--- config.mk ---
export PLATFORM = sky130hd
export DESIGN_NAME = recursive_reader_writer_lock
export DESIGN_NICKNAME = d
export VERILOG_FILES = /design/src/rtl/core/rrwl_pkg.sv /design/src/rtl/core/rrwl_slot_table.sv /design/src/rtl/core/rrwl_decide.sv /design/src/rtl/core/recursive_reader_writer_lock.sv
export SDC_FILE = /design/constraint.sdc
export NUM_CORES = 1
export LEC_CHECK = 0
export ABC_AREA = 1
export BUFFER_PORTS_ARGS = -buffer_cell sky130_fd_sc_hd__buf_2
export CAP_MARGIN = 20
export CORE_MARGIN = 5
export CORE_UTILIZATION = 55
export CTS_CLUSTER_DIAMETER = 120
export DETAILED_ROUTE_END_ITERATION = 6
export HOLD_SLACK_MARGIN = 0.02
export PLACE_DENSITY = 0.72
export SYNTH_ARGS = -nofsm -noshare
export SYNTH_HDL_FRONTEND = slang
export SYNTH_SLANG_ARGS = --single-unit
--- constraint.sdc ---
create_clock -name clock -period 4.4 [get_ports clock]
set_input_delay 0 -clock clock [delete_from_list [all_inputs] [get_ports clock]]
set_output_delay 0 -clock clock [all_outputs]
set_load 0.02 [all_outputs]
--- src/rtl/core/rrwl_pkg.sv ---
// ----------------------------------------------------------------------------
// Reader-writer lock package
// Shared beat types, operation and status codes, and the control groups that
// pass between the slot table, the decision logic and the top level.
// ----------------------------------------------------------------------------
package rrwl_pkg;

   typedef enum logic [1:0] {
      OP_READ_ACQUIRE  = 2'd0,
      OP_READ_RELEASE  = 2'd1,
      OP_WRITE_ACQUIRE = 2'd2,
      OP_WRITE_RELEASE = 2'd3
   } op_type;

   typedef enum logic [2:0] {
      ST_GRANTED  = 3'd0,
      ST_WAIT     = 3'd1,
      ST_FULL     = 3'd2,
      ST_NOT_HELD = 3'd3,
      ST_OVERFLOW = 3'd4
   } status_type;

   typedef struct packed {
      op_type     req_type;
      logic [7:0] thread_id;
   } req_beat_type;

   typedef struct packed {
      status_type status;
      logic [3:0] reader_threads;
      logic [7:0] own_read_depth;
      logic [7:0] write_nesting;
   } rsp_beat_type;

   // Lookup results of the reader slot table for the requesting thread.
   typedef struct packed {
      logic hit;
      logic has_free;
      logic other_reader;
      logic count_max;
      logic count_one;
   } slot_flags_type;

   typedef struct packed {
      logic busy;
      logic owner_match;
      logic depth_max;
   } writer_flags_type;

   typedef struct packed {
      logic inc;
      logic dec;
      logic alloc;
   } slot_cmd_type;

   typedef struct packed {
      status_type   status;
      slot_cmd_type slot_cmd;
      logic         wr_inc;
      logic         wr_dec;
   } decision_type;

endpackage

--- src/rtl/core/rrwl_slot_table.sv ---
// ----------------------------------------------------------------------------
// Reader slot table
// Holds one thread and nesting count per slot, matches the requesting thread
// against all slots in parallel and applies the granted update.
// ----------------------------------------------------------------------------
module rrwl_slot_table #(
   parameter int SLOTS    = 8,
   parameter int TID_BITS = 8,
   parameter int CNT_BITS = 8,
   localparam int RW      = $clog2(SLOTS + 1)
) (
   input  logic                   clock,
   input  logic                   reset,
   input  logic                   enable,
   input  rrwl_pkg::slot_cmd_type cmd,
   input  logic [TID_BITS-1:0]    tid,
   output rrwl_pkg::slot_flags_type flags,
   output logic [CNT_BITS-1:0]    own_count,
   output logic [RW-1:0]          readers
);

   logic [SLOTS-1:0]    valid_ff, valid_in;
   logic [TID_BITS-1:0] thread_ff [SLOTS];
   logic [CNT_BITS-1:0] count_ff  [SLOTS];
   logic [RW-1:0]       readers_ff, readers_in;
   logic [SLOTS-1:0]    hit_vec, other_vec, free_vec, free_pick;
   logic [CNT_BITS-1:0] new_count;

   // At most one slot matches, so the matching count is an OR over the slots.
   always_comb begin
      own_count = '0;
      for (int i = 0; i < SLOTS; i++) begin
         hit_vec[i]   = valid_ff[i] && (thread_ff[i] == tid);
         other_vec[i] = valid_ff[i] && (thread_ff[i] != tid);
         if (hit_vec[i]) begin
            own_count = own_count | count_ff[i];
         end
      end
   end

   assign free_vec  = ~valid_ff;
   assign free_pick = free_vec & (~free_vec + SLOTS'(1));

   assign flags.hit          = |hit_vec;
   assign flags.has_free     = |free_vec;
   assign flags.other_reader = |other_vec;
   assign flags.count_max    = &own_count;
   assign flags.count_one    = (own_count == CNT_BITS'(1));

   assign new_count = cmd.inc ? own_count + CNT_BITS'(1) : own_count - CNT_BITS'(1);
   assign readers   = readers_ff;

   always_comb begin
      valid_in   = valid_ff;
      readers_in = readers_ff;
      if (enable && cmd.alloc) begin
         valid_in   = valid_ff | free_pick;
         readers_in = readers_ff + RW'(1);
      end else if (enable && cmd.dec && flags.count_one) begin
         valid_in   = valid_ff & ~hit_vec;
         readers_in = readers_ff - RW'(1);
      end
   end

   always_ff @(posedge clock) begin
      if (reset) begin
         valid_ff   <= '0;
         readers_ff <= '0;
      end else begin
         valid_ff   <= valid_in;
         readers_ff <= readers_in;
      end
   end

   always_ff @(posedge clock) begin
      for (int i = 0; i < SLOTS; i++) begin
         if (enable && cmd.alloc && free_pick[i]) begin
            thread_ff[i] <= tid;
            count_ff[i]  <= CNT_BITS'(1);
         end else if (enable && (cmd.inc || cmd.dec) && hit_vec[i]) begin
            count_ff[i]  <= new_count;
         end
      end
   end

endmodule

--- src/rtl/core/rrwl_decide.sv ---
// ----------------------------------------------------------------------------
// Request decision
// Chooses the status of one request and the state updates it grants.
// ----------------------------------------------------------------------------
module rrwl_decide (
   input  rrwl_pkg::op_type           op,
   input  rrwl_pkg::slot_flags_type   slot_flags,
   input  rrwl_pkg::writer_flags_type wr_flags,
   output rrwl_pkg::decision_type     decision
);

   always_comb begin
      decision = '{status: rrwl_pkg::ST_GRANTED, slot_cmd: '0, wr_inc: 1'b0, wr_dec: 1'b0};
      unique case (op)
         rrwl_pkg::OP_READ_ACQUIRE: begin
            if (wr_flags.busy) begin
               decision.status = rrwl_pkg::ST_WAIT;
            end else if (slot_flags.hit) begin
               if (slot_flags.count_max) begin
                  decision.status = rrwl_pkg::ST_OVERFLOW;
               end else begin
                  decision.slot_cmd.inc = 1'b1;
               end
            end else if (!slot_flags.has_free) begin
               decision.status = rrwl_pkg::ST_FULL;
            end else begin
               decision.slot_cmd.alloc = 1'b1;
            end
         end
         rrwl_pkg::OP_READ_RELEASE: begin
            if (!slot_flags.hit) begin
               decision.status = rrwl_pkg::ST_NOT_HELD;
            end else begin
               decision.slot_cmd.dec = 1'b1;
            end
         end
         rrwl_pkg::OP_WRITE_ACQUIRE: begin
            if (slot_flags.other_reader || (wr_flags.busy && !wr_flags.owner_match)) begin
               decision.status = rrwl_pkg::ST_WAIT;
            end else if (wr_flags.depth_max) begin
               decision.status = rrwl_pkg::ST_OVERFLOW;
            end else begin
               decision.wr_inc = 1'b1;
            end
         end
         rrwl_pkg::OP_WRITE_RELEASE: begin
            if (!wr_flags.busy) begin
               decision.status = rrwl_pkg::ST_NOT_HELD;
            end else begin
               decision.wr_dec = 1'b1;
            end
         end
         default: begin
            decision.status = rrwl_pkg::ST_GRANTED;
         end
      endcase
   end

endmodule

--- src/rtl/core/recursive_reader_writer_lock.sv ---
// ----------------------------------------------------------------------------
// Recursive reader-writer lock
// Lock unit for a reentrant reader-writer lock: read and write acquire and
// release per thread, with reader slots, recursion and read-to-write upgrade.
// ----------------------------------------------------------------------------
//
//   Channel   Direction  Handshake              Beat
//   req_      in         req_valid / req_stall  req_beat_type (op, thread)
//   rsp_      out        rsp_valid / rsp_stall  rsp_beat_type (status, snapshot)
//
// Every request beat is answered by exactly one response beat, in order.
// A request is held in the input register; the slot match, the decision and
// the state update all happen as it moves into the response register, so one
// beat per cycle is sustained while the response is not stalled.
// Reset empties the reader table and clears the writer depth at once.
// A stalled response holds the input register, and req_stall then rises.
//
module recursive_reader_writer_lock #(
   parameter int READER_SLOTS   = 8,
   parameter int THREAD_ID_BITS = 8,
   parameter int COUNT_BITS     = 8
) (
   input  logic                   clock,
   input  logic                   reset,
   input  logic                   req_valid,
   output logic                   req_stall,
   input  rrwl_pkg::req_beat_type req_data,
   output logic                   rsp_valid,
   input  logic                   rsp_stall,
   output rrwl_pkg::rsp_beat_type rsp_data
);

   localparam int RW = $clog2(READER_SLOTS + 1);

   // Input register.
   logic                   req_valid_ff, req_valid_in;
   rrwl_pkg::req_beat_type req_data_ff;

   // Response register.
   logic                   rsp_valid_ff, rsp_valid_in;
   rrwl_pkg::rsp_beat_type rsp_data_ff, rsp_data_in;

   // Writer state. The owner is only looked at while the depth is nonzero.
   logic [COUNT_BITS-1:0]     writer_depth_ff, writer_depth_in;
   logic [THREAD_ID_BITS-1:0] writer_owner_ff;

   logic                       advance;
   logic [THREAD_ID_BITS-1:0]  tid;
   rrwl_pkg::slot_flags_type   slot_flags;
   rrwl_pkg::writer_flags_type wr_flags;
   rrwl_pkg::decision_type     decision;
   logic [COUNT_BITS-1:0]      own_count, own_after, write_after;
   logic [RW-1:0]              readers, readers_after;
   logic [31:0]                readers_ext, own_ext, write_ext;

   // The held request moves on whenever the response register is empty or is
   // being emptied in this cycle, so the input side only stalls behind a
   // stalled response.
   assign advance   = req_valid_ff && (!rsp_valid_ff || !rsp_stall);
   assign req_stall = req_valid_ff && rsp_valid_ff && rsp_stall;

   assign req_valid_in = req_stall ? req_valid_ff : req_valid;
   assign rsp_valid_in = advance || (rsp_valid_ff && rsp_stall);

   assign tid = THREAD_ID_BITS'(req_data_ff.thread_id);

   assign wr_flags.busy        = (writer_depth_ff != '0);
   assign wr_flags.owner_match = (writer_owner_ff == tid);
   assign wr_flags.depth_max   = &writer_depth_ff;

   rrwl_slot_table #(
      .SLOTS    (READER_SLOTS),
      .TID_BITS (THREAD_ID_BITS),
      .CNT_BITS (COUNT_BITS)
   ) u_slot_table (
      .clock     (clock),
      .reset     (reset),
      .enable    (advance),
      .cmd       (decision.slot_cmd),
      .tid       (tid),
      .flags     (slot_flags),
      .own_count (own_count),
      .readers   (readers)
   );

   rrwl_decide u_decide (
      .op         (req_data_ff.req_type),
      .slot_flags (slot_flags),
      .wr_flags   (wr_flags),
      .decision   (decision)
   );

   // Snapshot of the lock as it will stand after this request.
   always_comb begin
      write_after = writer_depth_ff;
      if (decision.wr_inc) begin
         write_after = writer_depth_ff + COUNT_BITS'(1);
      end else if (decision.wr_dec) begin
         write_after = writer_depth_ff - COUNT_BITS'(1);
      end

      readers_after = readers;
      if (decision.slot_cmd.alloc) begin
         readers_after = readers + RW'(1);
      end else if (decision.slot_cmd.dec && slot_flags.count_one) begin
         readers_after = readers - RW'(1);
      end

      // A release that reaches zero leaves the count at zero, which is also
      // what a thread without a slot reports.
      if (slot_flags.hit) begin
         if (decision.slot_cmd.inc) begin
            own_after = own_count + COUNT_BITS'(1);
         end else if (decision.slot_cmd.dec) begin
            own_after = own_count - COUNT_BITS'(1);
         end else begin
            own_after = own_count;
         end
      end else if (decision.slot_cmd.alloc) begin
         own_after = COUNT_BITS'(1);
      end else begin
         own_after = '0;
      end
   end

   assign writer_depth_in = advance ? write_after : writer_depth_ff;

   // The snapshot fields are narrower than the largest configurations allow,
   // so each one saturates at its field's maximum.
   assign readers_ext = 32'(readers_after);
   assign own_ext     = 32'(own_after);
   assign write_ext   = 32'(write_after);

   always_comb begin
      rsp_data_in.status         = decision.status;
      rsp_data_in.reader_threads = (readers_ext > 32'd15)  ? 4'hF  : readers_ext[3:0];
      rsp_data_in.own_read_depth = (own_ext > 32'd255)     ? 8'hFF : own_ext[7:0];
      rsp_data_in.write_nesting  = (write_ext > 32'd255)   ? 8'hFF : write_ext[7:0];
   end

   always_ff @(posedge clock) begin
      if (reset) begin
         req_valid_ff    <= 1'b0;
         rsp_valid_ff    <= 1'b0;
         writer_depth_ff <= '0;
      end else begin
         req_valid_ff    <= req_valid_in;
         rsp_valid_ff    <= rsp_valid_in;
         writer_depth_ff <= writer_depth_in;
      end
   end

   always_ff @(posedge clock) begin
      if (req_valid && !req_stall) begin
         req_data_ff <= req_data;
      end
      if (advance) begin
         rsp_data_ff <= rsp_data_in;
      end
      if (advance && decision.wr_inc) begin
         writer_owner_ff <= tid;
      end
   end

   assign rsp_valid = rsp_valid_ff;
   assign rsp_data  = rsp_data_ff;

`ifndef SYNTHESIS
   // A refused request must leave the writer depth alone.
   a_refused_keeps_writer : assert property (@(posedge clock) disable iff (reset)
      advance && (decision.status != rrwl_pkg::ST_GRANTED) |=> $stable(writer_depth_ff))
      else $error("writer depth changed on a refused request");

   // A granted write acquire deepens the writer nesting by exactly one.
   a_write_acquire_step : assert property (@(posedge clock) disable iff (reset)
      advance && decision.wr_inc |=> writer_depth_ff == $past(writer_depth_ff) + COUNT_BITS'(1))
      else $error("write acquire did not raise the depth by one");

   // A held request that cannot move on is not dropped from the input register.
   a_held_request_kept : assert property (@(posedge clock) disable iff (reset)
      req_valid_ff && !advance |=> req_valid_ff)
      else $error("held request lost");

   // Every request that moves on produces a response beat.
   a_advance_loads_rsp : assert property (@(posedge clock) disable iff (reset)
      advance |=> rsp_valid_ff)
      else $error("response not loaded");

   // A granted write acquire never coexists with another thread's read.
   a_write_excludes_readers : assert property (@(posedge clock) disable iff (reset)
      advance && decision.wr_inc |-> !slot_flags.other_reader)
      else $error("write granted while another thread reads");
`endif

endmodule
==> results.cfg, run 1 <==
[detailed_routing]
drt-initial-drc-count = 779
post_drt_via_cell_ratio = 5.56
vias = 8039
antenna_left = 0
wl_per_cell_um = 16.8
wirelength_um = 24200
drc = 0
drt-pass1-iter-count = 6

[worst_setup_path]
critPathLaunchType = register
cp_num_buf_inv = 4
critPathTopFamily = simple AND/OR/NAND/NOR gates
crit_type = register to register
end_kind = register
path_common_cell = nand2_1
cp.required_ns = 4.44
crit_chain = buf_4 -> xnor2_1 -> nand2_1 -> nor2_2 -> nand3_1 -> inv_1 -> nand2_1 -> nand2_1 -> inv_1 -> nand2_1 -> nor2_2 -> inv_1 -> ha_1 -> nand2_2 -> nor2_4 -> nand4_4 -> nand2_4 -> nand2_4 -> nand3_2 -> o21ai_0
crit_path_max_incr_delay_ns = 0.46
critical_path.max_fanout = 18
cp_slowest_cell = edfxtp_1
cp.arrival_ns = 4.00

[synth]
ys.flop_type = edfxtp_1
yosysWarnings = 0
synthCells = 1136
synth_nets = 1157
synthArstFlopShare_pct = 0
synth_edf_count = 169
yosysUniqueCellTypes = 40
yosysSeqAreaShare_pct = 54.6
ys_ff_latch = 191
syn_area_per_cell_um2 = 8.89
synthesis.area_um2 = 10100

[global_route]
antenna_found_initial = 1
grt_pass1_wl_um = 38700
grt_max_degree = 46
grt_usage_pct = 22.8
grt_pass1_vias = 7429
overflow = 0

[placement]
hpwlAfterDp_um = 17200
pre_cts_slack_ns = 0.357
gp_congestion = 0.906
placed_area_um2 = 10500
io_buffers = 38

[sta]
hold_ws_ns = 0.270
slew_headroom_pct = 28.1
setup_ws_ns = 0.438
fmax_mhz = 252
tns_ns = 0
final-setup-viol-count = 0
clock_skew_ns = 0.0109
slew_viol_final = 0
fin_crit_ns = 3.96
finalHoldViolCount = 0
tightest_slew_ns = 1.07
post-route-period-util_pct = 90.0
rsz0062_at_grt = false

[floorplan]
core-area_um2 = 18000
initial_core_util_pct = 56.0
die_area_um2 = 21200
die_y_um = 146
dieWidth_um = 146
rows = 49
pin_count = 39

[cts]
clk_path_buf_depth = 2
cts_tree = done
clock_latency_ns = 0.44
cts-htree-levels = 4
cts_made_buffers = 17
path_clk_slew_ns = 0.07
cts_root_buf = clkbuf_16
clock-sinks = 191

[cells_and_area]
final_area_um2 = 11400
fill_cells = 1516
layout.nets = 1226
areaGrowthSynthToFinish_pct = 12.7
drive_gt1_share_pct = 12.8
num_antenna_cells = 0

[pwr]
power_leakage_nw = 4.92
powerDensity_nw_per_um2 = 339
p_total_w = 0.00386
ir_worst_vdd_mv = 0.284

[flow_run]
cap_violations = 0

[worst_hold_path]
hold_class = primary input to register

[run_status]
status = completed
final cells by class:
cell class	count	area [um2]	share of cell area, %
multi-input combinational	784	3900	34.3
timing repair buffer	85	598	5.25
inverter	126	480	4.22
sequential	191	5520	48.4
clock inverter	14	173	1.52
tap	229	287	2.52
clock buffer	18	429	3.77
registers in the layout (all words and copies together), names as in the netlist:
signal and cells:
req_data_ff 2, req_valid_ff 1, rsp_data 23, rsp_valid 1
tid 8, u_slot_table.count_ff 64, u_slot_table.readers 4, u_slot_table.thread_ff 64
u_slot_table.valid_ff 8, writer_depth_ff 8, writer_owner_ff 8
cell families after synthesis:
logic type | count (synthesis) | synth area share (%)
AND/OR/NAND/NOR | 646 | 29.1
flip-flops | 191 | 54.6
buffers and inverters | 161 | 6.75
AO/OA/AOI/OAI | 78 | 4.08
XOR/XNOR | 52 | 4.51
adder cells (fa/ha/maj) | 7 | 0.867
multiplexers | 1 | 0.0991
worst register-to-register path: stages (launching register included):
cell and delay, ns:
edfxtp_1 0.46, buf_4 0.24, xnor2_1 0.17, nand2_1 0.11
nor2_2 0.33, nand3_1 0.12, inv_1 0.16, nand2_1 0.07
nand2_1 0.06, inv_1 0.04, nand2_1 0.07, nor2_2 0.08
inv_1 0.09, ha_1 0.21, nand2_2 0.10, nor2_4 0.10
nand4_4 0.13, nand2_4 0.21, nand2_4 0.20, nand3_2 0.20
o21ai_0 0.41
Yosys cell counts, types with 9 or more instances:
library cell | count | area [um2]
nor3_1 | 9 | 45.0
o21ai_0 | 41 | 205
nand3_1 | 59 | 295
xnor2_1 | 24 | 210
inv_2 | 10 | 37.5
clkbuf_1 | 16 | 60.1
nor2_2 | 10 | 62.6
nor2_1 | 136 | 510
inv_1 | 112 | 420
xor2_1 | 28 | 245
a21oi_1 | 25 | 125
nand4_1 | 63 | 394
nor2_4 | 11 | 124
edfxtp_1 | 169 | 5070
nand2_1 | 333 | 1250
dfxtp_1 | 22 | 440
where the power goes:
| group | total [W] | internal, W | switching [W] | leakage (nW) |
|---|---|---|---|---|
| clock network | 0.00157 | 0.000860 | 0.000713 | 0.295 |
| logic | 0.000270 | 0.0000960 | 0.000174 | 2.99 |
| registers | 0.00202 | 0.00199 | 0.0000248 | 1.63 |
timing repair:
item | in CTS | in global routing
setup buffers | 0 | 7
endpoints found under the hold margin | 20 | 0
endpoints found under the setup margin | 0 | 8
hold buffers | 15 | 0
resized for setup | 0 | 0
per-stage QoR:
step,util [%],instances
global placement,58.5,1390
detailed placement,58.5,1390
CTS,62.7,1437
global route,63.2,1447
finish,63.2,1447
floorplan,-,1136
placed cells by master, fill, tap and decap left out, types with 9 or more instances in the layout:
cell type / n
edfxtp_1: 169
nand2_1: 333
buf_4: 27
nand3_1: 59
xor2_1: 28
o21ai_0: 41
nor2_2: 10
dlygate4sd3_1: 15
nor3_1: 9
inv_2: 11
nand4_1: 63
a21oi_1: 25
xnor2_1: 24
nor2_1: 136
nor2_4: 11
clkbuf_16: 17
inv_1: 111
dfxtp_1: 22
buf_2: 41
layer usage:
layer	GRT usage (%)	vias to the layer above	part of all wire (%)	routed length, um
li1	-	3896	-	-
met1	32.4	3742	43	10300
met2	36.2	332	46	11300
met3	3.64	67	7.9	1920
met4	7.32	2	2.9	694
met5	0	-	0.054	13
path summary, 6_finish.rpt:
path / startpoint / depth (start not counted) / slack, ns / to
max: tid[7] / 20 / 0.44 / u_slot_table.count_ff[0][2]
min: req_data[3] / 2 / 0.27 / tid[3]
max reg2reg: tid[7] / 20 / 0.44 / u_slot_table.count_ff[0][2]
min reg2reg: u_slot_table.readers[3] / 2 / 0.50 / u_slot_table.readers[3]
Note: power is estimated with default switching activity, not from simulation.
==> run 2, diff against run 1 <==
--- a/config.mk
+++ b/config.mk
@@ -14,6 +14,8 @@
 export DETAILED_ROUTE_END_ITERATION = 6
 export HOLD_SLACK_MARGIN = 0.02
 export PLACE_DENSITY = 0.72
+export SKIP_LAST_GASP = 1
 export SYNTH_ARGS = -nofsm -noshare
 export SYNTH_HDL_FRONTEND = slang
+export SYNTH_HIERARCHICAL = 1
 export SYNTH_SLANG_ARGS = --single-unit
==> results.cfg, run 2 <==
[sta]
final-setup-viol-count = 0
slew_viol_final = 0
clock_skew_ns = 0.0133
finalHoldViolCount = 0
slew_headroom_pct = 60.5
fin_crit_ns = 4.09
setup_ws_ns = 0.313
rsz0062_at_grt = false
tightest_slew_ns = 0.591
tns_ns = 0
post-route-period-util_pct = 92.9
fmax_mhz = 245

[cells_and_area]
areaGrowthSynthToFinish_pct = 15.5
final_common_cell = nand2_1
mostFrequentLayoutCells = nand2_1 (285), edfxtp_1 (169), nor2_1 (120)
num_antenna_cells = 0
layout.nets = 1234
drive_gt1_share_pct = 20.7

[synth]
yosysSeqAreaShare_pct = 54.4
synthCells = 1090
yosysUniqueCellTypes = 51
yosys.area.top_type_share_pct = 50.1
ys.flop_type = edfxtp_1
syn_area_per_cell_um2 = 9.30
synth.area.top_cells = edfxtp_1 (50%), nand2_1 (11%), nor2_1 (4.4%)
yosysMostFrequentCell = nand2_1
synth_edf_count = 169
synthesis.area_um2 = 10100
ys_ff_latch = 191
yosys-top-cells-count = nand2_1 (285), edfxtp_1 (169), nor2_1 (120), inv_1 (115), nand3_1 (54)
yosysTopAreaCell = edfxtp_1
synth_nets = 1117
yosysWarnings = 6
synthArstFlopShare_pct = 0

[pwr]
pwr-share-comb_pct = 7.4
power_leakage_nw = 5.06
internal_power_w = 0.00295
p_sw_w = 0.000905
powerDensity_nw_per_um2 = 329
p_clk_share_pct = 40.0
pwr-share-seq_pct = 52.7
p_sw_share_pct = 23.5
ir_worst_vdd_mv = 0.261

[global_route]
grt_pass1_vias = 7318
grt_max_degree = 28
overflow = 0
antenna_found_initial = 0
grt_pass1_wl_um = 38000
grt_usage_pct = 22.4

[detailed_routing]
post_drt_via_cell_ratio = 5.35
vias = 7756
drt-pass1-iter-count = 6
antenna_left = 0
drc = 0
wl_per_cell_um = 16.5
wirelength_um = 23900
drt-initial-drc-count = 567

[floorplan]
rows = 49
pin_count = 39
dieWidth_um = 146
die_area_um2 = 21200
initial_core_util_pct = 56.2
die_y_um = 146
core-area_um2 = 18000

[cts]
path_clk_slew_ns = 0.07
cts_made_buffers = 17
clk_path_buf_depth = 2
clock-sinks = 191
cts_root_buf = clkbuf_16
clock_latency_ns = 0.44
cts_tree = done
cts-htree-levels = 4
cts_resized = 0

[placement]
io_buffers = 38
gp_congestion = 0.877
hpwlAfterDp_um = 16800
pre_cts_slack_ns = 0.282

[worst_setup_path]
critPathLaunchType = register
end_kind = register
crit_type = register to register
cp.required_ns = 4.59
critical_path.max_fanout = 11
cp.arrival_ns = 4.28

[worst_hold_path]
hold_class = primary input to register

[run_status]
status = completed

[flow_run]
cap_violations = 0
==> run 2: routing by layer <==
| metal | routed length, um | global-route usage (%) | up-vias | part of all wire [%] |
|---|---|---|---|---|
| li1 | - | - | 3842 | - |
| met1 | 10400 | 30.7 | 3579 | 43 |
| met2 | 11500 | 36.1 | 287 | 48 |
| met3 | 1510 | 4.27 | 48 | 6.3 |
| met4 | 571 | 7.65 | 0 | 2.4 |
| met5 | 0 | 0 | - | 0 |
==> run 2: repair_timing <==
item,4_1_cts,5_1_grt
setup endpoints to repair,0,47
hold buffers,15,0
hold endpoints to repair,17,0
setup buffers,0,28
==> run 2: worst max-delay path, cell delays in order, from the launching register on <==
cell	delay, ns
edfxtp_1	0.55
buf_4	0.21
nand2_1	0.06
nand2_1	0.05
nor2_1	0.08
nand2_1	0.10
nor2_2	0.40
nand3_1	0.16
nand2_1	0.12
nor2_2	0.05
nand2_4	0.12
ha_1	0.22
nand3_1	0.09
nor3_1	0.27
nor4_2	0.10
o21ai_1	0.48
buf_4	0.22
nor2_1	0.05
inv_1	0.19
o21ai_0	0.12
buf_4	0.19
==> run 2: final timing paths <==
check	startpoint	to	slack (ns)	depth (start not counted)
max	tid[2]	u_slot_table/count_ff[1][15]	0.31	20
min reg2reg	u_slot_table/readers[3]	u_slot_table/readers[3]	0.55	2
min	req_data[2]	tid[2]	0.28	2
max reg2reg	tid[2]	u_slot_table/count_ff[1][15]	0.31	20
==> run 2: logic make-up after synthesis <==
logic type	Yosys count	synth area share, %
flip-flops	191	54.4
AO/OA/AOI/OAI	77	4.30
XOR/XNOR	39	3.70
buffers and inverters	165	7.07
AND/OR/NAND/NOR	605	28.8
adder cells (fa/ha/maj)	13	1.68
==> run 2: through the flow <==
step	hold WS [ns]	util (%)	power, W	cells	cell area [um2]
after global routing	0.271	64.9	0.00400	1449	11700
after global placement	0.177	59.7	0.00231	1373	10800
after floorplan	0.0989	-	0.00225	1090	10100
final	0.280	64.9	0.00385	1449	11700
after CTS	0.258	63.8	0.00385	1420	11500
after detailed placement	0.179	59.7	0.00232	1373	10800
==> run 2: area by class of cell <==
class / count / area, um2
well taps: 229 / 287
repair buffers: 124 / 871
clock inverters: 15 / 159
multi-input cells: 734 / 3910
fillers: 1448 / 6320
inverters: 139 / 539
flip-flops and latches: 191 / 5520
clock buffers: 17 / 425
==> run 2: power by group through the flow <==
stage / clock, W / combinational [W] / sequential, W
after floorplan: 0 / 0.000172 / 0.00207
after global placement: 0 / 0.000231 / 0.00208
after detailed placement: 0 / 0.000236 / 0.00208
after CTS: 0.00156 / 0.000248 / 0.00204
after global routing: 0.00165 / 0.000316 / 0.00203
final: 0.00154 / 0.000284 / 0.00203
